**config.mk**
```make
export PLATFORM = sky130hd
export DESIGN_NAME = mooi_queue
export DESIGN_NICKNAME = d
export VERILOG_FILES = /design/src/rtl/core/mooi_pkg.sv /design/src/rtl/core/mooi_queue.sv
export SDC_FILE = /design/constraint.sdc
export NUM_CORES = 1
export LEC_CHECK = 0
export BUFFER_PORTS_ARGS = -buffer_cell sky130_fd_sc_hd__buf_2
export CAP_MARGIN = 20
export CORE_ASPECT_RATIO = 0.6
export CORE_MARGIN = 5
export CORE_UTILIZATION = 55
export CTS_BUF_LIST = sky130_fd_sc_hd__clkbuf_8
export CTS_CLUSTER_DIAMETER = 150
export DETAILED_ROUTE_END_ITERATION = 6
export PLACE_DENSITY = 0.79
export REMOVE_ABC_BUFFERS = 1
export SYNTH_ARGS = -nofsm -noshare
export SYNTH_HDL_FRONTEND = slang
export SYNTH_SLANG_ARGS = --single-unit
export TNS_END_PERCENT = 1
```
**constraint.sdc**
```tcl
create_clock -name i_clk -period 2.46 [get_ports i_clk]
set_input_delay 0.369 -clock i_clk [delete_from_list [all_inputs] [get_ports i_clk]]
set_output_delay 0.369 -clock i_clk [all_outputs]
set_load 0.1 [all_outputs]
```
**src/rtl/core/mooi_pkg.sv**
```systemverilog
// Shared types, constants and helpers for the outer/inner-axis mean block.
// No dependencies; every other file refers to this package by scoped names.
package mooi_pkg;

    localparam int MAX_MIDDLE = 1024;
    localparam int MidxW      = $clog2(MAX_MIDDLE);

    localparam int LenW      = 13;
    localparam int MidLenW   = 11;
    localparam int PosW      = 12;
    localparam int InvW      = 33;
    localparam int SampleW   = 32;
    localparam int AccW      = 56;
    localparam int CfgIdxW   = 2;
    localparam int CfgDataW  = 33;

    localparam int QueueDepth = 4;
    localparam int QPtrW      = $clog2(QueueDepth);

    // register indexes on the configuration port
    localparam logic [CfgIdxW-1:0] CFG_OUTER  = 2'd0;
    localparam logic [CfgIdxW-1:0] CFG_MIDDLE = 2'd1;
    localparam logic [CfgIdxW-1:0] CFG_INNER  = 2'd2;
    localparam logic [CfgIdxW-1:0] CFG_INV    = 2'd3;

    localparam logic [LenW-1:0]    LEN_CAP = 13'd4096;
    localparam logic [MidLenW-1:0] MID_CAP =
        (MAX_MIDDLE < 1024) ? MidLenW'(MAX_MIDDLE) : 11'd1024;
    localparam logic [InvW-1:0]    INV_ONE = 33'h1_0000_0000;

    typedef struct packed {
        logic [LenW-1:0]    outer_len;
        logic [MidLenW-1:0] middle_len;
        logic [LenW-1:0]    inner_len;
        logic [InvW-1:0]    inv_count;
    } t_cfg;

    // one classified sample on its way from the front to the back
    typedef struct packed {
        logic signed [SampleW-1:0] sample;
        logic [MidxW-1:0]          m;
        logic                      first;
        logic                      emit;
        logic                      last;
    } t_item;

    function automatic logic [LenW-1:0] clamp_len(input logic [LenW-1:0] v);
        logic [LenW-1:0] r;
        if (v == '0) begin
            r = LenW'(1);
        end else if (v > LEN_CAP) begin
            r = LEN_CAP;
        end else begin
            r = v;
        end
        return r;
    endfunction

endpackage

```
**src/rtl/core/mooi_queue.sv**
```systemverilog
// Short FIFO of classified samples between the front end and the back end.
// Uses mooi_pkg for the item type and depth.
module mooi_queue (
    input  logic            i_clk,
    input  logic            i_rst_n,
    input  logic            i_push,
    input  mooi_pkg::t_item i_item,
    input  logic            i_pop,
    output logic            o_full,
    output logic            o_empty,
    output mooi_pkg::t_item o_head
);

    mooi_pkg::t_item               r_slot [mooi_pkg::QueueDepth];
    logic [mooi_pkg::QPtrW-1:0]    r_wp;
    logic [mooi_pkg::QPtrW-1:0]    r_rp;
    logic [mooi_pkg::QPtrW:0]      r_cnt;
    logic                          do_push, do_pop;

    always_comb begin
        o_full  = r_cnt == (mooi_pkg::QPtrW+1)'(mooi_pkg::QueueDepth);
        o_empty = r_cnt == '0;
        o_head  = r_slot[r_rp];
        do_push = i_push && !o_full;
        do_pop  = i_pop && !o_empty;
    end

    always_ff @(posedge i_clk) begin
        if (do_push) begin
            r_slot[r_wp] <= i_item;
        end
    end

    always_ff @(posedge i_clk) begin
        if (!i_rst_n) begin
            r_wp  <= '0;
            r_rp  <= '0;
            r_cnt <= '0;
        end else begin
            if (do_push) begin
                r_wp <= r_wp + mooi_pkg::QPtrW'(1);
            end
            if (do_pop) begin
                r_rp <= r_rp + mooi_pkg::QPtrW'(1);
            end
            case ({do_push, do_pop})
                2'b10:   r_cnt <= r_cnt + (mooi_pkg::QPtrW+1)'(1);
                2'b01:   r_cnt <= r_cnt - (mooi_pkg::QPtrW+1)'(1);
                default: r_cnt <= r_cnt;
            endcase
        end
    end

endmodule

```
-- Word-level counts from Yosys, hierarchy flattened
Memory sizes are Yosys's and may differ from the RTL's. A register that Yosys moved wholly into a read port is not among the register bits.
Cells that the tools add are included.
- register bits: 7
- RAM bits: 180
- input bits: 49
- output and inout bits: 47
- logic and storage cells: 22
- memories kept: 1
- add/subtract/negate cells: 4
- eq/ne operators: 3
- muxes and demuxes: 5
- reduce and logical (&&, ||, !) cells: 6
- memories (memory ; depth ; width ; rd ports ; clocked after memory_dff ; wr ports ; RTL line ; source):
    r_slot ; 4 ; 45 ; 1 ; 1 ; 1 ; mooi_queue.sv:14 ; mooi_pkg::t_item r_slot [mooi_pkg::QueueDepth];
- operators by type and width (kind ; number):
    $pmux 3 s2 ; 1
    $add 2x1->2 const B ; 2
    $mux 2 ; 2
    $add 3x1->3 const B ; 1
    $eq 3x3->1 const B ; 1
    $logic_not 3->1 ; 1
    $sub 3x1->3 const B ; 1
    $eq 2x1->1 const B ; 1
    $eq 2x2->1 const B ; 1
    $logic_and 1x1->1 ; 2
    $logic_not 1->1 ; 2
    $mux 1 ; 2
    $reduce_bool 2->1 ; 1

-- Longest topological paths before layout
- depth in word-level cells: 5
- mapped depth: 10
- gate-level depth less buffers: 9

-- Worst setup path before layout
No wires, ideal clock.
- kind: register to register
- start point: register r_cnt[2] in the netlist's numbering
- end point: register r_cnt[2] in the netlist's numbering
- setup time: 70 ps
- arrival: 3066 ps
- slack: -676 ps
- cell stages (with the launch flop): 11
- path buffers: 1
- clock period less this slack: 3136 ps
- cells stage by stage: dfxtp_1 > nor3b_2 > nor2b_1 > buf_2 > inv_2 > ha_1 > inv_1 > fa_1 > xor2_1 > or3_1 > a21boi_1
- longest elaborated chain between the ends: 5
- RTL lines (item ; RTL line ; source):
    from (decl) ; mooi_queue.sv:17 ; logic [mooi_pkg::QPtrW:0] r_cnt;
    from (signal assigned) ; mooi_queue.sv:47 ; 2'b10: r_cnt <= r_cnt + (mooi_pkg::QPtrW+1)'(1);
    from (signal assigned) ; mooi_queue.sv:48 ; 2'b01: r_cnt <= r_cnt - (mooi_pkg::QPtrW+1)'(1);
    from (signal assigned) ; mooi_queue.sv:49 ; default: r_cnt <= r_cnt;
    $eq 3x3->1 (*) ; mooi_queue.sv:21 ; o_full = r_cnt == (mooi_pkg::QPtrW+1)'(mooi_pkg::QueueDepth);
    named net o_full ; mooi_queue.sv:9 ; output logic o_full,
    $logic_not 1->1 (*) ; mooi_queue.sv:24 ; do_push = i_push && !o_full;
    $logic_and 1x1->1 (*) ; mooi_queue.sv:24 ;
    $eq 2x1->1 or $eq 2x2->1 (tied branches) ; mooi_queue.sv:46 ; case ({do_push, do_pop})
    $pmux 3 s2 or $reduce_bool 2->1 (tied branches) ; n/a ;
The timed path passes the listed nets; every way through them passes the cells marked *.
A chain may end at the register's enable or synchronous reset.

==> flow_summary.ini <==
[clocking]
path_clk_slew_ns = 0.10
tritoncts = yes
clk_latency_ns = 0.44
clock_path_buffers = 2
cts_root_buf = clkbuf_8
postCtsHoldBufs = 0
postCtsSetupRepairBufs = 1
htreeDepth = 4
numCtsBuffers = 17
cts_resized = 0
clock-sinks = 189

[sta]
hold_violations = 0
setup_viol = 0
fin_crit_ns = 2.325
tightest_slew_ns = 0.5075
fmax_mhz = 430.2
min_period_over_period_pct = 94.49
finalMaxSlewViolations = 0
rsz0062_at_grt = no
skew_ns = 0.009449
fin_tns_setup_ns = 0
slew_headroom_pct = 66.40

[finish]
seq_area_um2 = 5590
nets = 456
diodes = 0
fillCellCount = 853
area_growth_pct = 16.54
drive_gt1_share_pct = 45.76
final_area_um2 = 8192
multi_input_area_um2 = 1301

[worst_setup_path]
crit_type = reg2out
crit_cells = 3
crit_chain = buf_4 -> mux4_2 -> buf_2
critPathLaunchType = flop
worstSetupEndpointType = output pin
reg2reg_depth = 9
cp_num_buf_inv = 2
cp.required_ns = 2.09
cp_top_family = multiplexers
slowest_stage = mux4_2
crit_fanout = 6
crit_arrival_ns = 1.96
cpPeakStageDelay_ns = 0.55

[grt]
grt_pass1_wl_mm = 19.00
grt_use_total_pct = 16.74
antenna_found_initial = 2
grt_start_max_net_pins = 46
grt_pass1_vias = 3406
overflow = 0

[run]
drv_cap = 0

[yosys]
syn_area_per_cell_um2 = 24.32
ys_warn_count = 0
synth_cell_type_count = 24
synthTopCellsByArea = edfxtp_1, mux4_2, dfxtp_1
synth_area_um2 = 7029
ys_seq_area_share_pct = 79.46
synthCells = 289
synth_top_area_share_pct = 76.90
ys_ff_latch = 189
yosys.area.top_type = edfxtp_1

[placement]
dpl.hpwl_mm = 7.436
io_buffers = 95
gp_congestion = 0.7112
post_dp_cell_area_um2 = 7770

[drt]
vias = 3206
ant_nets = 0
drcViolationCount = 0
dr.pass1.iters = 4
totalWireLength_mm = 12.04
initialDrtViolationCount = 239
wl_per_cell_um = 20.65
vias_per_cell = 5.499

[floorplanning]
die_w_um = 155.9
die_h_um = 97.57
ios = 96
coreArea_um2 = 12690
dieArea_um2 = 15220
initial_core_util_pct = 55.38
rows = 32

[run_status]
status = complete, no violations

[power_and_ir_drop]
p_leak_nw = 2.742
total_power_mw = 10.25
powerDensity_nw_per_um2 = 1251
vdd_drop_max_v = 0.0009650

[worst_hold_path]
worstHoldPathCells = 1
min_path_type = in2reg
-- cell usage in the layout (no fill, tap or decap), drive strengths merged, types with 2 or more instances in the layout --
master,n
a21boi,2
and2,6
buf,105
bufinv,3
clkbuf,17
clkinv,2
clkinvlp,3
dfxtp,9
edfxtp,180
ha,5
inv,12
mux2i,2
mux4,45
nand2,7
nor2b,2
o21ai,5
or3,2
-- synthesized netlist by cell type --
master     number
nand2_1         7
nand4bb_1       1
mux2i_1         2
and2_1          6
nor3_2          1
dfxtp_1         9
xor2_1          1
inv_1           5
buf_2           5
clkbuf_1        1
edfxtp_1      180
a21boi_1        2
inv_2           1
or3_1           2
mux4_2         45
clkbuf_2        1
ha_1            5
xnor2_1         1
fa_1            1
o21ai_0         5
buf_6           1
nor3b_2         1
buf_12          4
nor2b_1         2
-- cell families after synthesis --
logic type / after synthesis / synth area share, %
adder cells (fa/ha/maj): 6 / 1.175
AND/OR/NAND/NOR: 20 / 1.744
XOR/XNOR: 2 / 0.2492
flip-flops: 189 / 79.46
multiplexers: 47 / 14.70
AO/OA/AOI/OAI: 7 / 0.5695
buffers and inverters: 18 / 2.100
-- state kept, by name (all words and copies together), names as in the netlist, named ones only --
name and cells:
r_cnt 3, r_slot 180, r_rp 2, r_wp 2
-- report_power, final --
| group | total [mW] | switching, mW | internal [mW] |
|---|---|---|---|
| Sequential | 4.01 | 0.134 | 3.88 |
| Clock | 2.10 | 1.08 | 1.02 |
| Combinational | 4.14 | 3.20 | 0.946 |
-- routing by layer --
metal | track usage (%) | vias up | routed length [um]
met5 | 0 | - | 19
met4 | 4.169 | 4 | 108
met3 | 6.097 | 13 | 809
met2 | 26.30 | 92 | 5915
met1 | 22.58 | 1672 | 5186
li1 | - | 1425 | -
-- cell type report --
type	count	share of cell area [%]
flip-flops and latches	189	68.24
multi-input cells	82	15.89
repair buffers	105	7.943
clock buffers	17	2.856
well taps	170	2.597
clock inverters	14	2.199
inverters	6	0.2749
-- path summary, 6_finish.rpt --
check                             start  slack, ns                     end
hold reg to reg    r_rp[0]$_SDFFE_PN0P_       0.51    r_rp[0]$_SDFFE_PN0P_
hold / removal                i_item[7]       0.14  r_slot[2][7]$_DFFE_PP_
setup / recovery                   flop       0.14               o_head[3]
setup reg to reg  r_cnt[2]$_SDFFE_PN0P_       0.33   r_cnt[2]$_SDFFE_PN0P_
-- metrics by stage --
step,cells,hold slack [ns],setup slack (ns),util [%]
6_report,583,0.1384,0.1354,64.54
5_1_grt,583,0.09578,0.02848,64.54
4_1_cts,583,0.1007,0.07886,64.54
3_5_place_dp,551,0.4961,0.3375,61.22
3_3_place_gp,551,0.4740,0.4703,61.22
2_1_floorplan,277,0.4560,-0.8056,-
-- worst register-to-register path: cells and delay by family, from the launching register on --
| family | cells | cell delay (ns) |
|---|---|---|
| XOR/XNOR | 1 | 0.16 |
| flip-flops | 1 | 0.40 |
| adder cells (fa/ha/maj) | 2 | 0.54 |
| AND/OR/NAND/NOR | 3 | 0.68 |
| AO/OA/AOI/OAI | 1 | 0.15 |
| buffers and inverters | 2 | 0.14 |
Power figures use the tool's default switching activity.
