`config.mk`:
```
export PLATFORM = sky130hd
export DESIGN_NAME = mooi_front
export DESIGN_NICKNAME = d
export VERILOG_FILES = /design/src/rtl/core/mooi_pkg.sv /design/src/rtl/core/mooi_front.sv
export SDC_FILE = /design/constraint.sdc
export NUM_CORES = 1
export LEC_CHECK = 0
export BUFFER_PORTS_ARGS = -buffer_cell sky130_fd_sc_hd__clkbuf_2
export CAP_MARGIN = 10
export CORE_UTILIZATION = 35
export CTS_BUF_LIST = sky130_fd_sc_hd__clkbuf_8
export CTS_CLUSTER_SIZE = 25
export DETAILED_ROUTE_END_ITERATION = 10
export GPL_ROUTABILITY_DRIVEN = 1
export PLACE_DENSITY = 0.69
export RECOVER_POWER = 100
export SLEW_MARGIN = 25
export SYNTH_ARGS = -nofsm -noshare
export SYNTH_HDL_FRONTEND = slang
export SYNTH_SLANG_ARGS = --single-unit
```
`constraint.sdc`:
```
create_clock -name i_clk -period 4.2 [get_ports i_clk]
set_clock_uncertainty 0.05 [all_clocks]
set_input_delay 1.05 -clock i_clk [delete_from_list [all_inputs] [get_ports i_clk]]
set_output_delay 1.05 -clock i_clk [all_outputs]
set_load 0.02 [all_outputs]
```
`src/rtl/core/mooi_pkg.sv`:
```
// Shared types, constants and helpers for the outer/inner-axis mean block.
// No dependencies; every other file refers to this package by scoped names.
package mooi_pkg;

    localparam int MAX_MIDDLE = 1024;
    localparam int MidxW      = $clog2(MAX_MIDDLE);

    localparam int LenW      = 13;
    localparam int MidLenW   = 11;
    localparam int PosW      = 12;
    localparam int InvW      = 33;
    localparam int SampleW   = 32;
    localparam int AccW      = 56;
    localparam int CfgIdxW   = 2;
    localparam int CfgDataW  = 33;

    localparam int QueueDepth = 4;
    localparam int QPtrW      = $clog2(QueueDepth);

    // register indexes on the configuration port
    localparam logic [CfgIdxW-1:0] CFG_OUTER  = 2'd0;
    localparam logic [CfgIdxW-1:0] CFG_MIDDLE = 2'd1;
    localparam logic [CfgIdxW-1:0] CFG_INNER  = 2'd2;
    localparam logic [CfgIdxW-1:0] CFG_INV    = 2'd3;

    localparam logic [LenW-1:0]    LEN_CAP = 13'd4096;
    localparam logic [MidLenW-1:0] MID_CAP =
        (MAX_MIDDLE < 1024) ? MidLenW'(MAX_MIDDLE) : 11'd1024;
    localparam logic [InvW-1:0]    INV_ONE = 33'h1_0000_0000;

    typedef struct packed {
        logic [LenW-1:0]    outer_len;
        logic [MidLenW-1:0] middle_len;
        logic [LenW-1:0]    inner_len;
        logic [InvW-1:0]    inv_count;
    } t_cfg;

    // one classified sample on its way from the front to the back
    typedef struct packed {
        logic signed [SampleW-1:0] sample;
        logic [MidxW-1:0]          m;
        logic                      first;
        logic                      emit;
        logic                      last;
    } t_item;

    function automatic logic [LenW-1:0] clamp_len(input logic [LenW-1:0] v);
        logic [LenW-1:0] r;
        if (v == '0) begin
            r = LenW'(1);
        end else if (v > LEN_CAP) begin
            r = LEN_CAP;
        end else begin
            r = v;
        end
        return r;
    endfunction

endpackage

```
`src/rtl/core/mooi_front.sv`:
```
// Front end: accepts samples, tracks outer/middle/inner positions and tags
// each sample as slice start, slice end and final middle index. Uses mooi_pkg.
module mooi_front (
    input  logic                               i_clk,
    input  logic                               i_rst_n,
    input  mooi_pkg::t_cfg                     i_cfg,
    input  logic                               i_valid,
    input  logic signed [mooi_pkg::SampleW-1:0] i_sample,
    input  logic                               i_full,
    output logic                               o_push,
    output mooi_pkg::t_item                    o_item
);

    logic [mooi_pkg::PosW-1:0]  r_outer_pos, n_outer_pos;
    logic [mooi_pkg::MidxW-1:0] r_middle_pos, n_middle_pos;
    logic [mooi_pkg::PosW-1:0]  r_inner_pos, n_inner_pos;

    logic [mooi_pkg::LenW-1:0]    n_out_len;
    logic [mooi_pkg::LenW-1:0]    n_in_len;
    logic [mooi_pkg::MidLenW-1:0] n_mid_len;
    logic inner_end, outer_end, middle_end;

    always_comb begin
        n_out_len = mooi_pkg::clamp_len(i_cfg.outer_len);
        n_in_len  = mooi_pkg::clamp_len(i_cfg.inner_len);
        if (i_cfg.middle_len == '0) begin
            n_mid_len = mooi_pkg::MidLenW'(1);
        end else if (i_cfg.middle_len > mooi_pkg::MID_CAP) begin
            n_mid_len = mooi_pkg::MID_CAP;
        end else begin
            n_mid_len = i_cfg.middle_len;
        end

        // a position at or past a shortened length counts as the final one
        inner_end  = (mooi_pkg::LenW'(r_inner_pos) + mooi_pkg::LenW'(1)) >= n_in_len;
        outer_end  = (mooi_pkg::LenW'(r_outer_pos) + mooi_pkg::LenW'(1)) >= n_out_len;
        middle_end = (mooi_pkg::MidLenW'(r_middle_pos) + mooi_pkg::MidLenW'(1)) >= n_mid_len;

        o_push = i_valid && !i_full;

        o_item.sample = i_sample;
        o_item.m      = r_middle_pos;
        o_item.first  = (r_outer_pos == '0) && (r_inner_pos == '0);
        o_item.emit   = inner_end && outer_end;
        o_item.last   = middle_end;

        n_outer_pos  = r_outer_pos;
        n_middle_pos = r_middle_pos;
        n_inner_pos  = r_inner_pos;
        if (!inner_end) begin
            n_inner_pos = r_inner_pos + mooi_pkg::PosW'(1);
        end else begin
            n_inner_pos = '0;
            if (!middle_end) begin
                n_middle_pos = r_middle_pos + mooi_pkg::MidxW'(1);
            end else begin
                n_middle_pos = '0;
                n_outer_pos  = outer_end ? '0 : r_outer_pos + mooi_pkg::PosW'(1);
            end
        end
    end

    always_ff @(posedge i_clk) begin
        if (!i_rst_n) begin
            r_outer_pos  <= '0;
            r_middle_pos <= '0;
            r_inner_pos  <= '0;
        end else if (o_push) begin
            r_outer_pos  <= n_outer_pos;
            r_middle_pos <= n_middle_pos;
            r_inner_pos  <= n_inner_pos;
        end
    end

endmodule

```
; Yosys cells after proc, flatten, opt, wreduce, memory -nomap -nowiden
; Index checks and enable logic that the tools add are counted.
; W data, S select, Z words.
[totals]
ff_bits = 34
elab_cells = 35
[op_classes]
add_sub_neg = 6
order_cmp = 6
reduce_logical = 11
muxes = 9
[ops]
columns = operator, n
row1 = $mux W13, 4
row2 = $add A12 B1 Y13 const B, 2
row3 = $ge A13 B13 Y1, 2
row4 = $gt A13 B13 Y1 const B, 2
row5 = $logic_not A13 Y1, 2
row6 = $add A12 B1 Y12 const B, 2
row7 = $logic_not A12 Y1, 2
row8 = $mux W12, 2
row9 = $mux W11, 2
row10 = $add A10 B1 Y11 const B, 1
row11 = $ge A11 B11 Y1, 1
row12 = $gt A11 B11 Y1 const B, 1
row13 = $logic_not A11 Y1, 1
row14 = $add A10 B1 Y10 const B, 1
row15 = $mux W10, 1
row16 = $logic_and A1 B1 Y1, 3
row17 = $reduce_and A3 Y1, 1
row18 = $reduce_and A2 Y1, 1
row19 = $logic_not A1 Y1, 1

; Logic depth before layout (Yosys ltp)
; Gate-level depths: netlist (run 1).
[logic_depth]
depth_word = 5
mapped_depth = 14
mapped_depth_nobuf = 12

; Worst setup path before layout (run 1)
; No wires, ideal clock.
[synth_path]
path_type = input port to output port
start = input port i_cfg[56] (netlist name)
end = output port o_item[0] (netlist name)
slack_ns = 0.203
arrival_ns = 2.897
cell_stages = 10
cell_sequence = clkinv_1 > nand2_1 > ha_1 > a21o_1 > a221o_1 > a221oi_2 > o21a_4 > inv_2 > buf_2 > buf_4
[synth_between]
elab_chain_cells = 4
[synth_lines]
columns = element, line
row1 = "start, declared", mooi_front.sv:6  ; input mooi_pkg::t_cfg i_cfg,
row2 = $gt A11 B11 Y1, mooi_front.sv:28  ; end else if (i_cfg.middle_len > mooi_pkg::MID_CAP) begin
row3 = $mux W11, mooi_front.sv:28
row4 = $mux W11 *, mooi_front.sv:26  ; if (i_cfg.middle_len == '0) begin
row5 = $ge A11 B11 Y1 *, mooi_front.sv:37  ; middle_end = (mooi_pkg::MidLenW'(r_middle_pos) + mooi_pkg::MidLenW'(1)) >= n_mid_len;
row6 = "end, declared", mooi_front.sv:11  ; output mooi_pkg::t_item o_item
; Every way passes the cells marked *; elsewhere a longest branch is shown, timed or not.

==> results of run 1 <==
==> kinds of logic after synthesis <==
family / after synthesis
AND/OR/NAND/NOR: 167
AO/OA/AOI/OAI: 97
buffers and inverters: 69
adder cells (fa/ha/maj): 42
flip-flops: 34
XOR/XNOR: 28
==> routing by layer <==
| metal | up-vias | share of wire [%] |
|---|---|---|
| met1 | 1492 | 45 |
| met4 | 0 | 0.56 |
| met5 | - | 0 |
| met2 | 85 | 49 |
| li1 | 1590 | - |
| met3 | 8 | 4.9 |
==> metrics by stage <==
step           hold slack [ps]  utilization (%)  cells  worst slack, ps  cell area [um2]
2_1_floorplan              414                -    437              203             3340
6_report                   460             39.6    583              125             3660
3_3_place_gp               434             37.9    575              285             3500
4_1_cts                    456             39.4    583             15.4             3640
3_5_place_dp               448             37.9    575              188             3500
5_1_grt                    479             39.6    583             3.74             3660
==> power breakdown <==
part / leakage (uW) / internal, uW / switching, uW
clock network: 0.0000683 / 238 / 130
logic: 0.00132 / 40.8 / 62.4
registers: 0.000277 / 323 / 1.42
==> sequential cells by signal, summed over array words and instances (netlist names) <==
name,cells
r_middle_pos,10
r_inner_pos,12
r_outer_pos,12
==> worst max-delay path, stage by stage (launching register included) <==
cell and delay, ps:
dfxtp_4 370, ha_2 210, and3_1 220, and3_2 270, xor2_2 150, ha_1 310
and3_1 200, a221o_1 300, a221oi_2 300, o21a_4 180, inv_2 40, clkbuf_2 140
==> worst min-delay path by stage <==
stage,startpoint,to,slack [ps],depth (start not counted)
after global routing,r_middle_pos[0],r_middle_pos[0],480,2
after CTS,r_middle_pos[9],r_middle_pos[9],460,2
after detailed placement,r_middle_pos[9],r_middle_pos[9],450,2
final,r_middle_pos[0],r_middle_pos[0],460,2
after floorplan,r_inner_pos[11],r_inner_pos[11],410,2
after global placement,r_middle_pos[9],r_middle_pos[9],430,2
==> cells in the mapped netlist (all sizes together) (7+ instances only) <==
cell type / count
xnor2: 13
and3: 19
nor2: 14
clkbuf: 15
o21ai: 17
o22ai: 7
nand2: 62
a21oi: 32
dfxtp: 34
ha: 42
or3: 8
a211oi: 7
nor4: 10
nand3: 13
buf: 36
inv: 17
nand4: 10
xor2: 15
nor3: 10
==> final cells by class <==
class / instances / area [um2]
Clock buffer: 5 / 68.8
Clock inverter: 3 / 68.8
Fill cell: 964 / 5580
Inverter: 18 / 67.6
Multi-Input combinational cell: 334 / 2310
Sequential cell: 34 / 689
Tap cell: 129 / 161
Timing Repair Buffer: 60 / 294
==> repair_timing <==
item / in CTS / in global routing
endpoints found under the setup margin: 1 / 2
gates resized for setup: 1 / 18
pin swaps: 0 / 2
setup buffers: 0 / 0
==> out/metrics.yaml, run 1 <==
outcome: "complete, no violations"
hpwl_um: 6210
synth-xor-area-share_pct: 7.34
ys_types: 52
grtUsageMet3_pct: 3.72
crit_end: "o_item[0]"
cp-end-kind: "output port"
crit_type: "reg -> out"
yosys.area.top_type_share_pct: 20.4
worstSetupStartpoint: "r_middle_pos[0]"
cp.arrival_ps: 2970
ys_warn_count: 0
leakage_uw: 0.00167
grt_pass1_wl_um: 13800
routed_wl_um: 8010
antenna_found_initial: 0
slew_headroom_pct: 33.8
vias: 3175
clockBufferDepth: 2
gp_congestion: 0.815
netlist_top_cells_area: "dfxtp_1, ha_1, buf_4"
netlist_area_mm2: 0.00334
start_kind: "register"
grt_pass1_vias: 2970
syn_nets: 585
synth-compound-area-share_pct: 19.1
synth_flop_cell: "dfxtp_1"
final_cell_mix: "nand2_1, clkbuf_2, ha_1"
r2r_start: "r_inner_pos[0]"
synth_top_area_cell: "dfxtp_1"
setup_violations: 0
maxSlewViolCount: 0
fmax_mhz: 245
final.min_clock_period_ps: 4070
power.density_mw_per_mm2: 217
wl_per_cell_um: 13.7
core_mm2: 0.00924
tritoncts: "yes"
fin_nets: 601
final_common_cell: "nand2_1"
tns_ps: 0
drtPass1Iterations: 4
cp.required_ps: 3100
ioPinCount: 152
period_share_pct: 97.0
tightest_slew_ps: 992
rsz0062_at_grt: "no"
drt-initial-drc-count: 121
ctsHoldBuffers: 0
seq_area_frac_synth_pct: 20.4
worstSkewPairLatency_ps: 290
ir_drop_mv: 0.147
syn_to_final_growth_pct: 9.58
clk_pin_slew_ps: 80
cts_max_level: 2
synth_fa_ha_area_share_pct: 15.7
post-route-drc-count: 0
grt.busiest_layer: "met2"
start_util_pct: 36.2
grt_max_degree: 32
hold_class: "reg -> reg"
dieWidth_um: 99.7
drtAntennaViolNets: 0
async_flop_share_pct: 0
portBuffers: 54
root_buffer: "clkbuf_8"
num_antenna_cells: 0
row_count: 35
synth_enable_flop_cells: 0
reg2reg_slack_ps: 380
grt_usage_pct: 16.7
yosys.area_share.simple_pct: 25.9
synth.area.mux_share_pct: 0
viasPerCell: 5.45
cts_made_buffers: 5
fp.dieH_um: 99.7
ys_seq_elements: 34
syn_area_per_cell_um2: 7.65
drv_cap: 0
use_met1_pct: 21.4
reg2reg_to: "r_outer_pos[11]"
synth_cells: 437
design.die.area_mm2: 0.00994
r2r_cells: 13
cts_sinks: 34
power_uw: 795
critical_path.max_fanout: 7
grt_util_met2_pct: 28.3
hold_viol_final: 0
overflow: 0
layout-drive-gt1-share_pct: 17.2
synth_top_family_by_area: "simple AND/OR/NAND/NOR gates"
Power figures use the tool's default switching activity.
==> run 2, diff against run 1 <==
--- a/config.mk
+++ b/config.mk
@@ -7,13 +7,13 @@
 export LEC_CHECK = 0
 export BUFFER_PORTS_ARGS = -buffer_cell sky130_fd_sc_hd__clkbuf_2
 export CAP_MARGIN = 10
+export CORE_ASPECT_RATIO = 0.75
 export CORE_UTILIZATION = 35
 export CTS_BUF_LIST = sky130_fd_sc_hd__clkbuf_8
 export CTS_CLUSTER_SIZE = 25
 export DETAILED_ROUTE_END_ITERATION = 10
 export GPL_ROUTABILITY_DRIVEN = 1
 export PLACE_DENSITY = 0.69
-export RECOVER_POWER = 100
 export SLEW_MARGIN = 25
 export SYNTH_ARGS = -nofsm -noshare
 export SYNTH_HDL_FRONTEND = slang
==> run 2 against run 1 <==
  * First-iteration DRC count grew 130%
  * Worst hold slack is essentially flat
  * Cell count is the same
  * Via count grew 0.19%
  * Non-clock buffer count grew 1
  * Sequential share of layout area is essentially flat
  * Routed wire length grew 2.1%
  * Clock power shrank 33%
  * Die area is essentially flat
  * Critical path depth is the same
  * Register-to-register slack gained 440 ps
  * Worst setup slack lost 15 ps
==> out/metrics.yaml, run 2 (same netlist as run 1, synthesis figures left out) <==
crit_family: "compound AO/OA/AOI/OAI gates"
gp_congestion: 0.838
num_antenna_cells: 0
start_kind: "register"
final.min_clock_period_ps: 4090
post-cts-setup-buffers: 0
grt_util_met2_pct: 27.8
crit_type: "reg -> out"
grt.busiest_layer: "met2"
finalHoldWorstSlack_ps: 459
hold_class: "reg -> reg"
syn_to_final_growth_pct: 8.50
overflow: 0
antenna_found_initial: 0
cp.required_ps: 3100
outcome: "complete, no violations"
maxSlewViolCount: 0
reg2reg_slack_ps: 820
start_util_pct: 36.5
cp.arrival_ps: 2990
slew_headroom_pct: 38.7
fin_nets: 602
critical_path.max_fanout: 7
grt_pass1_wl_um: 13400
leakage_uw: 0.00170
min_from: "r_middle_pos[0]"
hold_viol_final: 0
r2r_cells: 13
viasPerCell: 5.46
clk_pin_slew_ps: 60
root_buffer: "clkbuf_8"
r2r_start: "r_middle_pos[0]"
period_share_pct: 97.4
setup_violations: 0
row_count: 30
drv_cap: 0
wl_per_cell_um: 14.0
reg2reg_to: "r_middle_pos[0]"
slowest_delay_ps: 390
design.die.area_mm2: 0.00995
core_mm2: 0.00916
ir_drop_mv: 0.0973
worstSkewPairLatency_ps: 280
use_met1_pct: 22.5
cp_cell_sequence: "ha_2, and3_1, and3_2, xor2_1, ha_1, and3_1, a221o_1, a221oi_2, o21a_4, inv_2, clkbuf_2"
final_cell_mix: "nand2_1, clkbuf_2, ha_1"
dieWidth_um: 115
tightest_slew_ps: 919
drt-initial-drc-count: 282
cpMostUsedCell: "and3_1"
ioPinCount: 152
cts_sinks: 34
portBuffers: 54
power.density_mw_per_mm2: 186
clockBufferDepth: 2
grt_pass1_vias: 2899
grtUsageMet3_pct: 3.29
cp-end-kind: "output port"
post-route-drc-count: 0
rsz0062_at_grt: "no"
drtAntennaViolNets: 0
vias: 3181
routed_wl_um: 8180
cts_made_buffers: 5
cp_num_buf_inv: 2
grt_max_degree: 32
cp_slowest_cell: "dfxtp_2"
fp.dieH_um: 86.6
cts_max_level: 2
final_common_cell: "nand2_1"
drtPass1Iterations: 5
tns_ps: 0
fillers: 971
hpwl_um: 6350
fmax_mhz: 245
grt_usage_pct: 16.8
layout-drive-gt1-share_pct: 19.3
whs_path_depth: 2
hold-path-endpoint: "r_middle_pos[0]"
reg_top3: "r_inner_pos (12), r_outer_pos (12), r_middle_pos (10)"
tritoncts: "yes"
## run 2: worst max path at each step
stage | startpoint | to | slack, ps | depth (start not counted)
floorplan | i_cfg[56] | o_item[0] | 200 | 10
global placement | i_cfg[58] | o_item[1] | 200 | 11
detailed placement | i_cfg[61] | o_item[1] | 120 | 11
CTS | r_middle_pos[1] | o_item[0] | 40 | 11
global route | r_middle_pos[0] | o_item[0] | 0.9 | 11
finish | r_middle_pos[0] | o_item[0] | 110 | 11
## run 2: per-layer routing
| metal | wire length (um) | share of wire (%) |
|---|---|---|
| met5 | 0 | 0 |
| met4 | 82 | 1.0 |
| met3 | 545 | 6.7 |
| met2 | 3700 | 45 |
| met1 | 3850 | 47 |
## run 2: repair_timing
action                     4_1_cts  5_1_grt
gates resized for setup          1       10
setup endpoints to repair        1        2
pin swaps                        0        1
hold buffers                     0        0
## run 2: power by group
part / switching [uW] / leakage (uW) / internal [uW]
registers: 1.45 / 0.000275 / 323
logic: 63.2 / 0.00137 / 41.5
clock network: 115 / 0.0000524 / 130
total: 180 / 0.00170 / 495
## run 2: per-stage QoR
stage / instances / worst slack, ps / cell area, um2 / util (%) / total power [uW]
final: 583 / 110 / 3630 / 39.6 / 674
after global routing: 583 / 0.860 / 3630 / 39.6 / 712
after CTS: 583 / 38.4 / 3600 / 39.3 / 678
after detailed placement: 575 / 119 / 3510 / 38.3 / 436
after global placement: 575 / 202 / 3510 / 38.3 / 431
after floorplan: 437 / 203 / 3340 / - / 438
## run 2: worst register-to-register path, cell delays in order, from the launching register on
cell	delay [ps]
dfxtp_2	390
ha_2	220
and3_1	240
and3_2	250
xor2_1	160
ha_1	250
and3_1	190
a221o_1	310
a221oi_2	350
o21a_4	170
inv_2	30
buf_4	180
or3_1	350
a21oi_1	140
## run 2: final cells by class
type	instances	area (um2)	share of cell area (%)
Clock buffer	6	82.6	2.28
Clock inverter	2	8.76	0.242
Inverter	18	67.6	1.86
Multi-Input combinational cell	334	2300	63.5
Sequential cell	34	683	18.8
Tap cell	128	160	4.42
Timing Repair Buffer	61	323	8.90
==> run 3, diff against run 2 <==
--- a/config.mk
+++ b/config.mk
@@ -5,6 +5,7 @@
 export SDC_FILE = /design/constraint.sdc
 export NUM_CORES = 1
 export LEC_CHECK = 0
+export ABC_AREA = 1
 export BUFFER_PORTS_ARGS = -buffer_cell sky130_fd_sc_hd__clkbuf_2
 export CAP_MARGIN = 10
 export CORE_ASPECT_RATIO = 0.75
@@ -13,7 +14,7 @@
 export CTS_CLUSTER_SIZE = 25
 export DETAILED_ROUTE_END_ITERATION = 10
 export GPL_ROUTABILITY_DRIVEN = 1
-export PLACE_DENSITY = 0.69
+export PLACE_DENSITY = 0.68
 export SLEW_MARGIN = 25
 export SYNTH_ARGS = -nofsm -noshare
 export SYNTH_HDL_FRONTEND = slang
==> run 3 against run 2 <==
  * Clock power is 49% higher
  * Count of clock-buffer cells in the layout fell by 1
  * Worst setup slack worse by 37 ps
  * Synthesized cell count rose by 37%
  * Critical path type is now in -> out
  * Design area increased by 14%
  * Register-to-register slack improved by 320 ps
  * Routed wire length is 7.9% higher
  * Cell count up 30%
  * Die area rose by 7.2%
==> out/metrics.yaml, run 3 <==
p_sw_share_pct: 25.2
power.density_mw_per_mm2: 197
tritoncts: "yes"
ir_drop_mv: 0.120
start_kind: "input pin"
ctsHoldBuffers: 0
power_uw: 817
cp-end-kind: "output port"
place_worst_setup_slack_ps: -88.6
fp.dieH_um: 89.7
final.min_clock_period_ps: 4130
grt_max_degree: 23
ys_warn_count: 0
cpMostUsedCell: "nand2_2"
netlist_area_mm2: 0.00359
final_area_mm2: 0.00414
drv_cap: 0
yosysMostFrequentCell: "nand2_1"
cp.arrival_ps: 3030
route.met3.wl_um: 475
switchingPower_uw: 206
clk_pin_slew_ps: 80
seq_area_um2: 681
fmax_mhz: 242
cts_sinks: 34
slew_headroom_pct: 53.9
m1WireLength_um: 4210
hold_viol_final: 0
slowest_delay_ps: 290
setup_ws_ps: 73.0
cts_made_buffers: 5
cp_slowest_cell: "ha_4"
seqPwrFrac_pct: 39.8
critical_path.max_fanout: 5
reg_top3: "r_inner_pos (12), r_outer_pos (12), r_middle_pos (10)"
placed_area_mm2: 0.00376
hpwl_um: 6800
tns_ps: 0
met2_length_um: 4020
synth_cells: 599
yosys.area.top_type_share_pct: 20.3
row_count: 31
clkPwrFrac_pct: 44.7
root_buffer: "clkbuf_8"
start_util_pct: 36.6
synth_commonest_cells: "nand2_1, inv_1, nor2_1"
vias: 3657
layout-drive-gt1-share_pct: 18.3
syn_to_final_growth_pct: 15.3
cp_cell_sequence: "buf_8, nor4_4, nand3_2, o21ai_4, nand2_2, ha_4, nand2_2, inv_2, nand3_2, nor3_2, nand2_2, nand3_2, nand2_2, inv_2, buf_6"
cp.required_ps: 3100
ioPinCount: 152
final_cell_mix: "nand2_1, inv_1, nor2_1"
ys_seq_elements: 34
maxSlewViolCount: 0
final_common_cell: "nand2_1"
hold_class: "reg -> reg"
viasPerCell: 4.81
async_flop_share_pct: 0
grt_pass1_vias: 3171
drt-initial-drc-count: 213
ys_types: 30
synth_enable_flop_cells: 0
antenna_found_initial: 0
grt_usage_pct: 15.9
grt_pass1_wl_um: 13900
syn_area_per_cell_um2: 5.99
routed_wl_um: 8820
clockBufferDepth: 2
synth_top_area_cell: "nand2_1"
crit_type: "in -> out"
synth_flop_cell: "dfxtp_1"
comb_power_share_pct: 15.5
drtPass1Iterations: 5
maxUsedRoutingLayer: "met4"
syn_nets: 747
wl_per_cell_um: 11.6
overflow: 0
worstSkewPairLatency_ps: 290
multiInputGateArea_mm2: 0.00245
tightest_slew_ps: 691
portBuffers: 54
netlist_top_cells_area: "nand2_1, dfxtp_1, ha_1"
p_int_uw: 611
rsz0062_at_grt: "yes"
outcome: "complete, no violations"
leakage_uw: 0.00214
period_share_pct: 98.3
dieWidth_um: 119
post-route-drc-count: 0
fillers: 979
seq_area_frac_synth_pct: 19.0
design.die.area_mm2: 0.0107
gp_congestion: 0.876
setup_violations: 0
core_mm2: 0.00981
drtAntennaViolNets: 0
num_antenna_cells: 0
fin_nets: 775
cts_max_level: 2
## run 3: changes by cell type after synthesis, moves of 8 or more
cell	delta
or3_1	-8
nor2_1	+58
clkbuf_1	-10
inv_1	+71
nand3_1	+9
and3_1	-19
xnor2_1	-12
nand2_1	+132
## run 3: final timing paths
path	from	end	slack, ps	depth (start not counted)
min	r_inner_pos[11]	r_inner_pos[11]	420	2
max reg2reg	r_middle_pos[0]	r_outer_pos[3]	1140	16
min reg2reg	r_inner_pos[11]	r_inner_pos[11]	420	2
max	i_cfg[64]	o_item[1]	70	15
## run 3: per-layer routing
layer | GRT usage (%) | up-vias
met5 | 0 | -
met4 | 4.49 | 0
met3 | 3.09 | 16
met2 | 26.2 | 107
met1 | 21.3 | 1621
li1 | - | 1913
## run 3: kinds of logic after synthesis
family	share of synthesized area (%)
AOI/OAI and AO/OA	7.18
xor gates and xnor gates	3.42
adders and majority gates	14.6
buffers and inverters	18.0
DFF	19.0
and+or+nand+nor	37.8
## run 3: repair_timing
| action | in CTS | in global routing |
|---|---|---|
| cloned | 1 | 0 |
| pin swaps | 2 | 14 |
| hold endpoints to repair | 0 | 0 |
| resized for setup | 2 | 36 |
| setup buffers | 0 | 5 |
| endpoints found under the setup margin | 1 | 2 |
## run 3: power by group through the flow
stage / combinational, uW / sequential [uW] / clock (uW)
floorplan: 110 / 332 / 0
global placement: 105 / 332 / 0
detailed placement: 109 / 332 / 0
CTS: 111 / 325 / 372
global route: 142 / 325 / 386
finish: 127 / 325 / 365
## run 3: final cells by class
type | instances | area share (%)
clock buffer | 5 | 1.66
clock inverter | 3 | 1.66
inverter | 91 | 8.25
multi-input combinational | 431 | 59.3
sequential | 34 | 16.4
tap | 132 | 3.99
timing repair buffer | 64 | 8.74
## run 3: worst max-delay path: cells and delay by family
family | cells | cell delay [ps]
adders and majority gates | 1 | 290
AOI/OAI and AO/OA | 1 | 260
and+or+nand+nor | 9 | 1110
buffers and inverters | 4 | 320
## run 3: per-stage QoR
step / cells / hold WS (ps) / utilization, %
2_1_floorplan: 599 / 395 / -
3_3_place_gp: 746 / 404 / 38.3
3_5_place_dp: 746 / 410 / 38.3
4_1_cts: 755 / 422 / 39.9
5_1_grt: 760 / 449 / 42.2
6_report: 760 / 421 / 42.2
